## config.mk

```make
export PLATFORM = sky130hd
export DESIGN_NAME = sigma_clip_outlier_gate_unit
export DESIGN_NICKNAME = d
export VERILOG_FILES = /design/src/sv/scog_pkg.sv /design/src/sv/scog_serial_mult.sv /design/src/sv/sigma_clip_outlier_gate_unit.sv
export SDC_FILE = /design/constraint.sdc
export NUM_CORES = 1
export LEC_CHECK = 0
export BUFFER_PORTS_ARGS = -buffer_cell sky130_fd_sc_hd__buf_2
export CAP_MARGIN = 0
export CORE_ASPECT_RATIO = 0.5
export CORE_MARGIN = 2
export CORE_UTILIZATION = 40
export CTS_CLUSTER_DIAMETER = 80
export CTS_CLUSTER_SIZE = 12
export DETAILED_ROUTE_END_ITERATION = 6
export GPL_TIMING_DRIVEN = 0
export HOLD_SLACK_MARGIN = 0.06
export SLEW_MARGIN = 30
export SYNTH_ARGS = -nofsm -noshare
export SYNTH_HDL_FRONTEND = slang
export SYNTH_SLANG_ARGS = --single-unit
export TNS_END_PERCENT = 1
```

## constraint.sdc

```tcl
create_clock -name clock -period 6.5 [get_ports clock]
set_clock_uncertainty 0.1 [all_clocks]
set_input_delay 0.325 -clock clock [delete_from_list [all_inputs] [get_ports clock]]
set_output_delay 0.325 -clock clock [all_outputs]
set_load 0.01 [all_outputs]
```

## src/sv/scog_pkg.sv

```systemverilog
// Shared types and constants for the sigma-clip outlier gate.
package scog_pkg;

   // Message classes carried on the request tuser field.
   localparam logic [1:0] OP_SAMPLE  = 2'd0;
   localparam logic [1:0] OP_STATUS  = 2'd1;
   localparam logic [1:0] OP_UNKNOWN = 2'd2;

   localparam int DIST_BITS     = 16;   // distance field width on the ports
   localparam int RSP_DATA_BITS = 24;   // accepted + altitude + link_ok, padded to bytes

   typedef enum logic [3:0] {
      ST_IDLE,
      ST_READ,
      ST_SQ_OLD,
      ST_SQ_NEW,
      ST_NX,
      ST_DEV,
      ST_NSQ,
      ST_SUMSQ,
      ST_DECIDE,
      ST_FINISH
   } state_type;

endpackage

```

## src/sv/scog_serial_mult.sv

```systemverilog
// Bit-serial shift-add multiplier, one multiplier bit per cycle.
module scog_serial_mult #(
   parameter int PW = 46,
   parameter int BW = 23
) (
   input  logic          clock,
   input  logic          reset,
   input  logic          start,
   input  logic [PW-1:0] a_in,
   input  logic [BW-1:0] b_in,
   output logic          done,
   output logic [PW-1:0] product
);

   logic [BW-1:0] b_ff;
   logic [PW-1:0] a_ff;
   logic [PW-1:0] acc_ff;

   // multiplier bits remaining; zero means finished
   always_ff @(posedge clock) begin
      if (reset) begin
         b_ff <= '0;
      end else if (start) begin
         b_ff <= b_in;
      end else if (b_ff != '0) begin
         b_ff <= b_ff >> 1;
      end
   end

   always_ff @(posedge clock) begin
      if (start) begin
         a_ff   <= a_in;
         acc_ff <= '0;
      end else if (b_ff != '0) begin
         if (b_ff[0]) begin
            acc_ff <= acc_ff + a_ff;
         end
         a_ff <= a_ff << 1;
      end
   end

   assign done    = (b_ff == '0);
   assign product = acc_ff;

endmodule

```

## src/sv/sigma_clip_outlier_gate_unit.sv

```systemverilog
// Top level of the sigma-clip outlier gate for classified rangefinder messages.
//
//  channel  dir  ports                          transaction
//  -------  ---  -----------------------------  --------------------------------------
//  req      in   req_tvalid/tready/tdata/tuser  one classified message
//  rsp      out  rsp_tvalid/tready/tdata/tuser  one result per message, in order
//
// Flow: a status or unknown message goes from idle straight to the finish step,
//   which loads its result and returns to idle, where the input is ready again.
//   A sample runs through one shared bit-serial multiplier, one multiplier
//   bit per cycle. While fewer than WINDOW samples are held after the append,
//   only the sample square is formed; with WINDOW or more held, five products
//   are formed, and six when the ring was full, the oldest sample's square first.
// Reset: synchronous, active high; window empty, sums zero, altitude zero,
//   link not ok. Window entries are not cleared, only counted.
// Stalls: the result sits in an output register; a new message is taken while
//   it waits, and the next result waits in the finish step until it drains.
module sigma_clip_outlier_gate_unit #(
   parameter int WINDOW      = 16,
   parameter int SAMPLE_BITS = 16
) (
   input  logic        clock,
   input  logic        reset,
   // request channel
   input  logic        req_tvalid,
   output logic        req_tready,
   input  logic [15:0] req_tdata,   // [15:0] distance_cm
   input  logic [1:0]  req_tuser,   // [1:0] operation
   // result channel
   output logic        rsp_tvalid,
   input  logic        rsp_tready,
   output logic [23:0] rsp_tdata,   // [0] accepted, [16:1] altitude_cm, [17] link_ok, pad
   output logic        rsp_tuser    // [0] message_ok
);

   // ---------------------------------------------------------------------
   // Widths
   // ---------------------------------------------------------------------
   localparam int DEPTH = WINDOW + 1;           // ring keeps one extra sample
   localparam int PTRW  = $clog2(DEPTH);
   localparam int NB    = $clog2(WINDOW + 2);   // count holds 0..WINDOW+1
   localparam int SW    = SAMPLE_BITS;
   localparam int SUMW  = SW + NB;              // sum of up to DEPTH samples
   localparam int SQW   = 2 * SW + NB;          // sum of squares
   localparam int PW    = 2 * SUMW;             // any product in the gate test
   localparam int DW    = scog_pkg::DIST_BITS;
   localparam int XW    = (SW > DW) ? SW : DW;

   localparam logic [NB-1:0] CNT_FULL = NB'(WINDOW + 1);
   localparam logic [NB-1:0] CNT_WIN  = NB'(WINDOW);
   localparam logic [NB:0]   SLOT_MOD = (NB + 1)'(DEPTH);
   localparam logic [PTRW-1:0] PTR_LAST = PTRW'(DEPTH - 1);

   // ---------------------------------------------------------------------
   // State
   // ---------------------------------------------------------------------
   scog_pkg::state_type state_ff, state_in;

   logic [SW-1:0]   window_ff [DEPTH];   // ring of samples, no reset
   logic [PTRW-1:0] oldest_ff;
   logic [NB-1:0]   count_ff;
   logic [SUMW-1:0] sum_ff;
   logic [SQW-1:0]  sumsq_ff;
   logic [SW-1:0]   held_ff;
   logic            link_ff;

   // per-transaction working registers
   logic [1:0]      op_ff;
   logic [SW-1:0]   x_ff;
   logic [SW-1:0]   old_ff;
   logic [SUMW-1:0] dev_ff;
   logic [PW-1:0]   lhs_ff;
   logic [PW-1:0]   nsq_ff;
   logic [PW-1:0]   var_ff;
   logic            acc_ff;
   logic            started_ff;

   // output register
   logic            rsp_tvalid_ff;
   logic [23:0]     rsp_tdata_ff;
   logic            rsp_tuser_ff;

   // ---------------------------------------------------------------------
   // Shared serial multiplier
   // ---------------------------------------------------------------------
   logic            mul_start;
   logic [PW-1:0]   mul_a;
   logic [SUMW-1:0] mul_b;
   logic            mul_done;
   logic [PW-1:0]   mul_prod;

   scog_serial_mult #(
      .PW (PW),
      .BW (SUMW)
   ) u_mult (
      .clock   (clock),
      .reset   (reset),
      .start   (mul_start),
      .a_in    (mul_a),
      .b_in    (mul_b),
      .done    (mul_done),
      .product (mul_prod)
   );

   // ---------------------------------------------------------------------
   // Helpers
   // ---------------------------------------------------------------------
   logic            req_fire;
   logic            rsp_load;
   logic            mul_state;
   logic            step_done;
   logic            link_in;
   logic [XW-1:0]   dist_ext;
   logic [XW-1:0]   held_ext;
   logic [NB-1:0]   count_inc;
   logic [NB:0]     slot_sum;
   logic [PTRW-1:0] slot;
   logic [SUMW-1:0] nx;
   logic [PW+1:0]   var_x4;

   assign req_fire  = req_tvalid && req_tready;
   assign dist_ext  = XW'(req_tdata[DW-1:0]);
   assign held_ext  = XW'(held_ff);
   assign count_inc = count_ff + 1'b1;
   assign slot_sum  = (NB + 1)'(oldest_ff) + (NB + 1)'(count_ff);
   assign slot      = (slot_sum >= SLOT_MOD) ? PTRW'(slot_sum - SLOT_MOD) : PTRW'(slot_sum);
   assign nx        = mul_prod[SUMW-1:0];
   assign var_x4    = {var_ff, 2'b00};

   always_comb begin
      case (state_ff)
         scog_pkg::ST_SQ_OLD,
         scog_pkg::ST_SQ_NEW,
         scog_pkg::ST_NX,
         scog_pkg::ST_DEV,
         scog_pkg::ST_NSQ,
         scog_pkg::ST_SUMSQ: mul_state = 1'b1;
         default:            mul_state = 1'b0;
      endcase
   end

   assign step_done = mul_state && started_ff && mul_done;

   // link status after the current message
   always_comb begin
      case (op_ff)
         scog_pkg::OP_SAMPLE: link_in = link_ff;
         scog_pkg::OP_STATUS: link_in = 1'b1;
         default:             link_in = 1'b0;
      endcase
   end

   // ---------------------------------------------------------------------
   // Next state
   // ---------------------------------------------------------------------
   always_comb begin
      state_in = state_ff;
      case (state_ff)
         scog_pkg::ST_IDLE: begin
            if (req_fire) begin
               if (req_tuser != scog_pkg::OP_SAMPLE) begin
                  state_in = scog_pkg::ST_FINISH;
               end else if (count_ff == CNT_FULL) begin
                  state_in = scog_pkg::ST_READ;
               end else begin
                  state_in = scog_pkg::ST_SQ_NEW;
               end
            end
         end
         scog_pkg::ST_READ:   state_in = scog_pkg::ST_SQ_OLD;
         scog_pkg::ST_SQ_OLD: if (step_done) state_in = scog_pkg::ST_SQ_NEW;
         scog_pkg::ST_SQ_NEW: begin
            if (step_done) begin
               state_in = (count_inc < CNT_WIN) ? scog_pkg::ST_FINISH : scog_pkg::ST_NX;
            end
         end
         scog_pkg::ST_NX:     if (step_done) state_in = scog_pkg::ST_DEV;
         scog_pkg::ST_DEV:    if (step_done) state_in = scog_pkg::ST_NSQ;
         scog_pkg::ST_NSQ:    if (step_done) state_in = scog_pkg::ST_SUMSQ;
         scog_pkg::ST_SUMSQ:  if (step_done) state_in = scog_pkg::ST_DECIDE;
         scog_pkg::ST_DECIDE: state_in = scog_pkg::ST_FINISH;
         scog_pkg::ST_FINISH: if (rsp_load) state_in = scog_pkg::ST_IDLE;
         default:             state_in = scog_pkg::ST_IDLE;
      endcase
   end

   // ---------------------------------------------------------------------
   // Control outputs and multiplier operands
   // ---------------------------------------------------------------------
   always_comb begin
      req_tready = (state_ff == scog_pkg::ST_IDLE);
      rsp_load   = (state_ff == scog_pkg::ST_FINISH) && (!rsp_tvalid_ff || rsp_tready);
      mul_start  = mul_state && !started_ff;
      case (state_ff)
         scog_pkg::ST_SQ_OLD: begin
            mul_a = PW'(old_ff);
            mul_b = SUMW'(old_ff);
         end
         scog_pkg::ST_SQ_NEW: begin
            mul_a = PW'(x_ff);
            mul_b = SUMW'(x_ff);
         end
         scog_pkg::ST_NX: begin
            mul_a = PW'(x_ff);
            mul_b = SUMW'(count_ff);
         end
         scog_pkg::ST_DEV: begin
            mul_a = PW'(dev_ff);
            mul_b = dev_ff;
         end
         scog_pkg::ST_NSQ: begin
            mul_a = PW'(sumsq_ff);
            mul_b = SUMW'(count_ff);
         end
         scog_pkg::ST_SUMSQ: begin
            mul_a = PW'(sum_ff);
            mul_b = sum_ff;
         end
         default: begin
            mul_a = '0;
            mul_b = '0;
         end
      endcase
   end

   // ---------------------------------------------------------------------
   // Control registers and window bookkeeping
   // ---------------------------------------------------------------------
   always_ff @(posedge clock) begin
      if (reset) begin
         state_ff      <= scog_pkg::ST_IDLE;
         started_ff    <= 1'b0;
         oldest_ff     <= '0;
         count_ff      <= '0;
         sum_ff        <= '0;
         sumsq_ff      <= '0;
         held_ff       <= '0;
         link_ff       <= 1'b0;
         rsp_tvalid_ff <= 1'b0;
      end else begin
         state_ff <= state_in;

         if (mul_start) begin
            started_ff <= 1'b1;
         end else if (step_done) begin
            started_ff <= 1'b0;
         end

         // drop the oldest sample
         if (state_ff == scog_pkg::ST_SQ_OLD && step_done) begin
            sum_ff    <= sum_ff - SUMW'(old_ff);
            sumsq_ff  <= sumsq_ff - mul_prod[SQW-1:0];
            oldest_ff <= (oldest_ff == PTR_LAST) ? '0 : oldest_ff + 1'b1;
            count_ff  <= count_ff - 1'b1;
         end

         // append the new sample; early samples pass without a test
         if (state_ff == scog_pkg::ST_SQ_NEW && step_done) begin
            sum_ff   <= sum_ff + SUMW'(x_ff);
            sumsq_ff <= sumsq_ff + mul_prod[SQW-1:0];
            count_ff <= count_inc;
            if (count_inc < CNT_WIN) begin
               held_ff <= x_ff;
            end
         end

         // two-sigma test: (n*x - sum)^2 <= 4*(n*sumsq - sum^2)
         if (state_ff == scog_pkg::ST_DECIDE && (PW + 2)'(lhs_ff) <= var_x4) begin
            held_ff <= x_ff;
         end

         if (rsp_load) begin
            link_ff <= link_in;
         end

         if (rsp_load) begin
            rsp_tvalid_ff <= 1'b1;
         end else if (rsp_tready) begin
            rsp_tvalid_ff <= 1'b0;
         end
      end
   end

   // ---------------------------------------------------------------------
   // Window memory: one write, one registered read
   // ---------------------------------------------------------------------
   always_ff @(posedge clock) begin
      if (state_ff == scog_pkg::ST_SQ_NEW && step_done) begin
         window_ff[slot] <= x_ff;
      end
      old_ff <= window_ff[oldest_ff];
   end

   // ---------------------------------------------------------------------
   // Working registers (no reset)
   // ---------------------------------------------------------------------
   always_ff @(posedge clock) begin
      if (req_fire) begin
         op_ff  <= req_tuser;
         x_ff   <= dist_ext[SW-1:0];
         acc_ff <= 1'b0;
      end

      if (state_ff == scog_pkg::ST_SQ_NEW && step_done && count_inc < CNT_WIN) begin
         acc_ff <= 1'b1;
      end
      if (state_ff == scog_pkg::ST_DECIDE && (PW + 2)'(lhs_ff) <= var_x4) begin
         acc_ff <= 1'b1;
      end

      if (state_ff == scog_pkg::ST_NX && step_done) begin
         dev_ff <= (nx >= sum_ff) ? nx - sum_ff : sum_ff - nx;
      end
      if (state_ff == scog_pkg::ST_DEV && step_done) begin
         lhs_ff <= mul_prod;
      end
      if (state_ff == scog_pkg::ST_NSQ && step_done) begin
         nsq_ff <= mul_prod;
      end
      if (state_ff == scog_pkg::ST_SUMSQ && step_done) begin
         var_ff <= (nsq_ff >= mul_prod) ? nsq_ff - mul_prod : '0;
      end
   end

   // Result register; link status follows the message class at load time.
   always_ff @(posedge clock) begin
      if (rsp_load) begin
         rsp_tuser_ff <= (op_ff == scog_pkg::OP_SAMPLE) ||
                         (op_ff == scog_pkg::OP_STATUS);
         rsp_tdata_ff <= {6'd0, link_in, held_ext[15:0], acc_ff};
      end
   end

   assign rsp_tvalid = rsp_tvalid_ff;
   assign rsp_tdata  = rsp_tdata_ff[scog_pkg::RSP_DATA_BITS-1:0];
   assign rsp_tuser  = rsp_tuser_ff;

endmodule

```

==> summary.md, run 1 <==
| Metric | Value |
|---|---|
| Final setup fails | `0` |
| Vias in the first global route | `between 20000 and 30000` |
| Initial drt markers | `approximately 2700` |
| Average cell area after synthesis | `11.1 um2` |
| Ys Warns | `0` |
| Fin. Hold Viols | `0` |
| Layout Cells excl Fill | `4685` |
| P&R area growth vs syn | `12.1%` |
| Row cnt | `a little under 80` |
| GR Overflow Total | `0` |
| Final core occ | `between 40% and 50%` |
| Clk pwr share | `about 22%` |
| Gate power share | `40.3%` |
| Switching share of power | `roughly 40%` |
| TritonCTS Buffers | `slightly above 60` |
| Status | `completed` |
| RSZ-0062 raised after global routing | `false` |
| Arrival time at the worst endpoint | `roughly 6700 ps` |
| Max Fclk | `between 0.15 and 0.2 GHz` |
| Starting density of the core | `between 40% and 50%` |
| Seq cells post-synth | `between 600 and 700` |
| Largest net degree at the start of global routing | `44` |
| Wire per inst | `about 23 um` |
| Seq pwr share | `37.8%` |
| DRT Pass-1 Iters | `7` |
| Critical Path End Type | `flop` |
| Share of the yosys chip area belonging to registers | `50.7%` |
| ANT cells | `0` |
| Post-Synth Adder-Cell Area | `8.46%` |
| Layout cells sized above 1 | `approximately a tenth` |
| Total core area | `between 0.09 and 0.1 mm2` |
| Synth Cell Area | `about 0.036 mm2` |
| Routed Antenna Nets | `0` |
| Number of distinct library cells after synthesis | `96` |
| Post-Synth Simple-Gate Area | `between 10% and 20%` |
| EDFF count, synth | `around 500` |
| Dpl ws | `-1360 ps` |
| Global-route wire length before repair | `~160000 um` |
| Routed vias/inst | `5.74` |
| Maximum VDD drop | `0.284 mV` |
| CTS Root Cell | `clkbuf_16` |
| Worst path required time | `between 6000 and 7000 ps` |
| Fillcell total | `slightly above 8000` |
| Worst R2R Path Depth | `22` |
| CP startpoint kind | `flop` |
| Post-detail-place hpwl | `80100 um` |
| I/O pin cnt | `49` |
| Prevailing post-synth register cell | `edfxtp_1` |
| Routability cong. | `0.989` |
| Hold Crit Class | `primary input to flop` |
| Sw Pwr | `about 6.3 mW` |
| Hold Path Stages | `2` |
| DRT Wirelength | `around 110000 um` |
| Final WS setup | `between 200 and 300 ps` |
| Max clock buf depth | `3` |
| Max-cap viol count | `0` |
| Total die area | `approximately 0.093 mm2` |
| H-Tree Level Count | `2` |
| Initial antenna violation count | `0` |
| Xor/xnor share of the synthesized area | `4.59%` |
| I/O Buffers | `42` |
| CTS clk-pin slew, worst paths | `roughly 70 ps` |
| Relative slew slack | `28.2%` |
| Static Leakage | `~15 nW` |
| Pwr Density | `around 390 mW/mm2` |
| Pint | `approximately 9.5 mW` |
| Final Critical Period | `between 6000 and 7000 ps` |
| Fin nets | `approximately 3700` |
| Largest family of logic cells by synthesized area | `compound AO/OA/AOI/OAI gates` |
| Mapped Cells | `3272` |
| Synth async-reset ratio | `0%` |
| Total GRT Usage | `between 20 and 25%` |
| Complex-gate fraction of the synthesized area | `~14%` |
| Die X | `about 430 um` |
| Worst Setup Path Type | `flop to flop` |
| Mux cell area share after synthesis | `between 7 and 8%` |
| Sink Count | `about 670` |
| Die Y | `between 200 and 250 um` |
| Max-slew violation count | `0` |
| TritonCTS clock tree | `yes` |
| Placed cells | `roughly 4500` |
| Critical-path maximum fanout | `10` |
| Skew-Pair Late Insertion Delay | `670 ps` |
| DRC Markers | `0` |
| Final Cycle Share | `between 90 and 100%` |
| Via count | `26913` |
| Actual slew at the worst max-slew pin | `1080 ps` |
per-stage QoR:
step / power (mW) / TNS, ps / instance area, um2 / hold slack [ps]
final: 15.8 / 0 / 40700 / 291
after global routing: 16.7 / 0 / 40700 / 265
after CTS: 15.7 / 0 / 40500 / 239
after detailed placement: 12.2 / -15750 / 38500 / 320
after global placement: 12.1 / -50490 / 38000 / 314
after floorplan: 10.3 / 0 / 36300 / 308
cells by family after synthesis:
group / Yosys count
compound gates: 793
xor+xnor: 190
fa+ha+maj: 241
buf+inv: 321
flops: 669
mux: 150
other cells: 1
simple gates: 907
layout make-up:
type                            instances  area [um2]  area share (%)
Clock inverter                          3        65.1           0.160
Timing Repair Buffer                   93         823            2.02
Sequential cell                       669       18400            45.2
Tap cell                             1200        1500            3.69
Inverter                              173         649            1.60
Clock buffer                          113        1740            4.28
Buffer                                147         606            1.49
Multi-Input combinational cell       2287       16900            41.6
power groups by stage:
stage          clock network [mW]  logic, mW  registers (mW)
6_report                     3.45       6.37            5.97
5_1_grt                      3.68       6.99            5.99
4_1_cts                      3.50       6.18            6.00
3_5_place_dp                    0       6.10            6.09
3_3_place_gp                    0       6.05            6.09
2_1_floorplan                   0       4.56            5.72
final timing paths:
| check | startpoint | end | slack (ps) |
|---|---|---|---|
| worst min register to register | held_ext[6] | rsp_tdata[7] | 330 |
| worst min-delay path | req_tdata[10] | x_ff[10] | 290 |
| worst max-delay path | u_mult.b_ff[0] | sumsq_ff[36] | 280 |
| worst max register to register | u_mult.b_ff[0] | sumsq_ff[36] | 280 |
cells in the final DEF (no fill, tap or decap), drive strengths merged, types with 18 or more instances in the layout:
cell type and count:
edfxtp 498, nor2 342, a21oi 272, ha 234, nand2 232, clkbuf 229
inv 172, dfxtp 171, o21ai 127, xnor2 123, a21o 111, buf 103
mux4 80, nor3 68, xor2 67, nand4 49, mux2i 48, nand3 39
nor2b 38, nand2b 37, a211oi 36, a31oi 32, a221oi 24, and2 22
mux2 22, dlygate4sd3 21, o21bai 20, o31ai 18
timing repair:
| item | CTS | global route |
|---|---|---|
| hold endpoints to repair | 22 | 0 |
| setup endpoints to repair | 34 | 6 |
| buffers inserted | 2 | 1 |
| pin swaps | 1 | 1 |
| hold buffers | 21 | 0 |
| resized for setup | 5 | 6 |
state kept, by name, summed over array words and instances, names as in the netlist, 21 cells and up:
signal and flops:
var_ff 42, window_ff 272, dev_ff 21, sum_ff 21, sumsq_ff 37, u_mult.b_ff 21
nsq_ff 42, u_mult.a_ff 42, lhs_ff 42, u_mult.product 42
critical path, cell delays in order (launching register included):
cell       delay (ps)
dfxtp_1           300
clkbuf_1          320
nor4_4            380
nand4_1           210
nor4_4            320
nand2_2           240
nor3_4            220
buf_4             190
clkbuf_2          320
nor2_1            110
xnor2_1           410
ha_1              320
clkbuf_1          180
o21a_1            220
o211ai_1          230
a211oi_2          100
o21ai_1           260
a21oi_2           140
a211o_1           380
a2111oi_2         410
nor3_2            140
o211ai_1          260
mux2_4            320
routing by layer:
layer / GRT usage (%) / share of wire, % / vias up
li1: - / - / 12461
met1: 31.6 / 44 / 13311
met2: 37.3 / 46 / 963
met3: 3.78 / 7.0 / 178
met4: 7.15 / 3.1 / 0
met5: 0 / 0 / -
synthesized netlist by cell type (all sizes together), types with 32 or more instances:
library cell  instances  area share, %
a21oi               272            3.8
clkbuf              110            1.1
inv                 172            1.8
xnor2               123            3.0
edfxtp              498             41
nand3                39           0.54
dfxtp               171            9.4
nand2b               37           0.64
xor2                 67            1.6
mux4                 80            5.0
nor3                 68           0.95
nand4                49           0.86
nand2               232            2.4
a21o                111            2.3
a211oi               36           0.76
buf                  38           0.52
ha                  234            8.1
o21ai               127            1.8
nor2                342            3.6
nor2b                38           0.66
mux2i                48            1.3
a31oi                32           0.57
Power figures use the tool's default switching activity.
==> run 2: changes to the inputs <==
Settings changed: MAX_ROUTING_LAYER from default to met4.
==> summary.md, run 2 (synthesized netlist as in run 1, its figures left out) <==
| Metric | Value |
|---|---|
| Via count | `26517 (-1.5%)` |
| DRT Wirelength | `106000 um (-3.0%)` |
| Largest reg by FF count | `window_ff` |
| Fillcell total | `8252 (-0.51%)` |
| Routability cong. | `1.01 (+1.9%)` |
| DRT Pass-1 Iters | `5 (-2)` |
| Post-detail-place hpwl | `78100 um (-2.4%)` |
| Cell Area, Placed | `0.0384 mm2 (-0.16%)` |
| Routed Antenna Nets | `0 (unchanged)` |
| Final core occ | `44.9% (-0.11 points)` |
| Relative slew slack | `28.1% (-0.13 points)` |
| Most frequent cells in the layout | `edfxtp_1 (498), nor2_1 (323), a21oi_1 (271), ha_1 (234), nand2_1 (231)` |
| Hold path start | `req_tdata[7]` |
| Pwr Density | `386 mW/mm2 (-0.55%)` |
| Routed vias/inst | `5.67 (-1.3%)` |
| Largest net degree at the start of global routing | `44 (unchanged)` |
| DRC Markers | `0 (unchanged)` |
| Sink Count | `669 (unchanged)` |
| Layout cells sized above 1 | `9.26% (-0.27 points)` |
| P&R area growth vs syn | `11.8%` |
| Fin. Hold Viols | `0 (unchanged)` |
| Critical-path maximum fanout | `10 (unchanged)` |
| Arrival time at the worst endpoint | `6640 ps (-30 ps)` |
| Max-cap viol count | `0 (unchanged)` |
| Worst path required time | `6960 ps (about the same)` |
| Status | `completed` |
| Worst Setup Path Type | `flop to flop` |
| RSZ-0062 raised after global routing | `false` |
| Total GRT Usage | `23.1% (+0.13 points)` |
| Row cnt | `78 (unchanged)` |
| Maximum VDD drop | `0.212 mV (-25%)` |
| Static Leakage | `15.1 nW (-0.30%)` |
| ANT cells | `0 (unchanged)` |
| Initial antenna violation count | `1 (+1)` |
| Global-route wire length before repair | `159000 um (-1.9%)` |
| Die Y | `217 um (unchanged)` |
| H-Tree Level Count | `2 (unchanged)` |
| Skew-Pair Late Insertion Delay | `670 ps (about the same)` |
| CTS clk-pin slew, worst paths | `70 ps (about the same)` |
| I/O Buffers | `42 (unchanged)` |
| Critical Path End Type | `flop` |
| Fin area | `0.0406 mm2 (-0.26%)` |
| Fin nets | `3689 (-0.16%)` |
| CTS Root Cell | `clkbuf_16` |
| CP startpoint kind | `flop` |
| Total core area | `0.0903 mm2 (unchanged)` |
| Final Critical Period | `6190 ps (-31.4 ps)` |
| Leading cell type in the layout, fill and taps excluded | `edfxtp_1` |
| Initial drt markers | `2582 (-3.4%)` |
| Die X | `430 um (unchanged)` |
| Hold Crit Class | `primary input to flop` |
| GR Overflow Total | `0 (unchanged)` |
| Final setup fails | `0 (unchanged)` |
| Largest register FFs | `272 (unchanged)` |
| Max Fclk | `0.162 GHz (+0.51%)` |
| Actual slew at the worst max-slew pin | `1080 ps (+2.01 ps)` |
| Reg2Reg Launch Point | `u_mult.b_ff[0]` |
| Wire per inst | `22.6 um (-2.9%)` |
| Final Cycle Share | `95.2% (-0.48 points)` |
| TritonCTS Buffers | `61 (unchanged)` |
| CP startpoint | `u_mult.b_ff[0]` |
| Max clock buf depth | `3 (unchanged)` |
| Total die area | `0.0933 mm2 (unchanged)` |
| Pwr Total | `15.7 mW (-0.80%)` |
| I/O pin cnt | `49 (unchanged)` |
| TritonCTS clock tree | `yes` |
| Starting density of the core | `40.2% (unchanged)` |
| Max-slew violation count | `0 (unchanged)` |
| Vias in the first global route | `25711 (-0.43%)` |
run 2: changes by cell type in the layout (fill, tap and decap cells not counted), sizes merged:
cell    delta
clkbuf     -3
inv        +1
clkinv     -2
buf        -2
run 2: final timing paths:
kind / endpoint / slack [ps] / cells after the start
setup / recovery: sumsq_ff[36] / 310 / 20
hold / removal: x_ff[7] / 280 / 2
setup reg to reg: sumsq_ff[36] / 310 / 20
hold reg to reg: rsp_tdata[14] / 330 / 0
run 2: layer usage:
metal,track usage (%),up-vias,share of wire [%]
met5,-,-,0
met4,6.36,0,2.7
met3,3.04,183,6.3
met2,37.0,873,46
met1,31.0,13000,45
li1,-,12461,-
run 2: timing repair:
item	CTS	global route
pin swaps	2	0
hold buffers	21	0
gates resized for setup	3	3
hold endpoints to repair	22	0
setup buffers	2	0
setup endpoints to repair	15	3
run 2: cell type report:
type	count	area, um2	area share, %
Tap cell	1200	1500	3.70
Inverter	173	649	1.60
Buffer	147	606	1.49
Clock buffer	114	1760	4.33
Timing Repair Buffer	87	747	1.84
Multi-Input combinational cell	2287	16900	41.6
Clock inverter	2	50.0	0.123
Sequential cell	669	18400	45.3
run 2: stage by stage:
| stage | hold slack (ps) | setup slack (ps) | instances | setup TNS, ps |
|---|---|---|---|---|
| after detailed placement | 321 | -827 | 4532 | -4220 |
| after global placement | 313 | -1240 | 4519 | -14320 |
| after floorplan | 308 | 1120 | 3277 | 0 |
| after CTS | 242 | 204 | 4670 | 0 |
| after global routing | 253 | 76.1 | 4679 | 0 |
| final | 280 | 311 | 4679 | 0 |
run 2: critical path, stage by stage (launching register included):
cell	delay, ps
dfxtp_1	300
clkbuf_1	250
nor4_2	350
nand4_1	230
nor4_4	310
nand2_1	340
nor3_4	430
clkbuf_2	390
nor2_1	110
xnor2_1	230
ha_1	340
a21o_1	210
a21o_1	170
a221o_1	380
a211oi_2	200
a21oi_1	190
a211o_1	400
a2111oi_2	420
nor3_2	130
o211ai_1	260
mux2_4	320
run 2: power breakdown:
| group | leakage, nW | internal [mW] | total [mW] | switching, mW |
|---|---|---|---|---|
| clock network | 0.853 | 1.81 | 3.41 | 1.60 |
| registers | 5.99 | 5.33 | 5.96 | 0.635 |
| logic | 8.25 | 2.39 | 6.29 | 3.89 |
| total | 15.1 | 9.53 | 15.7 | 6.13 |
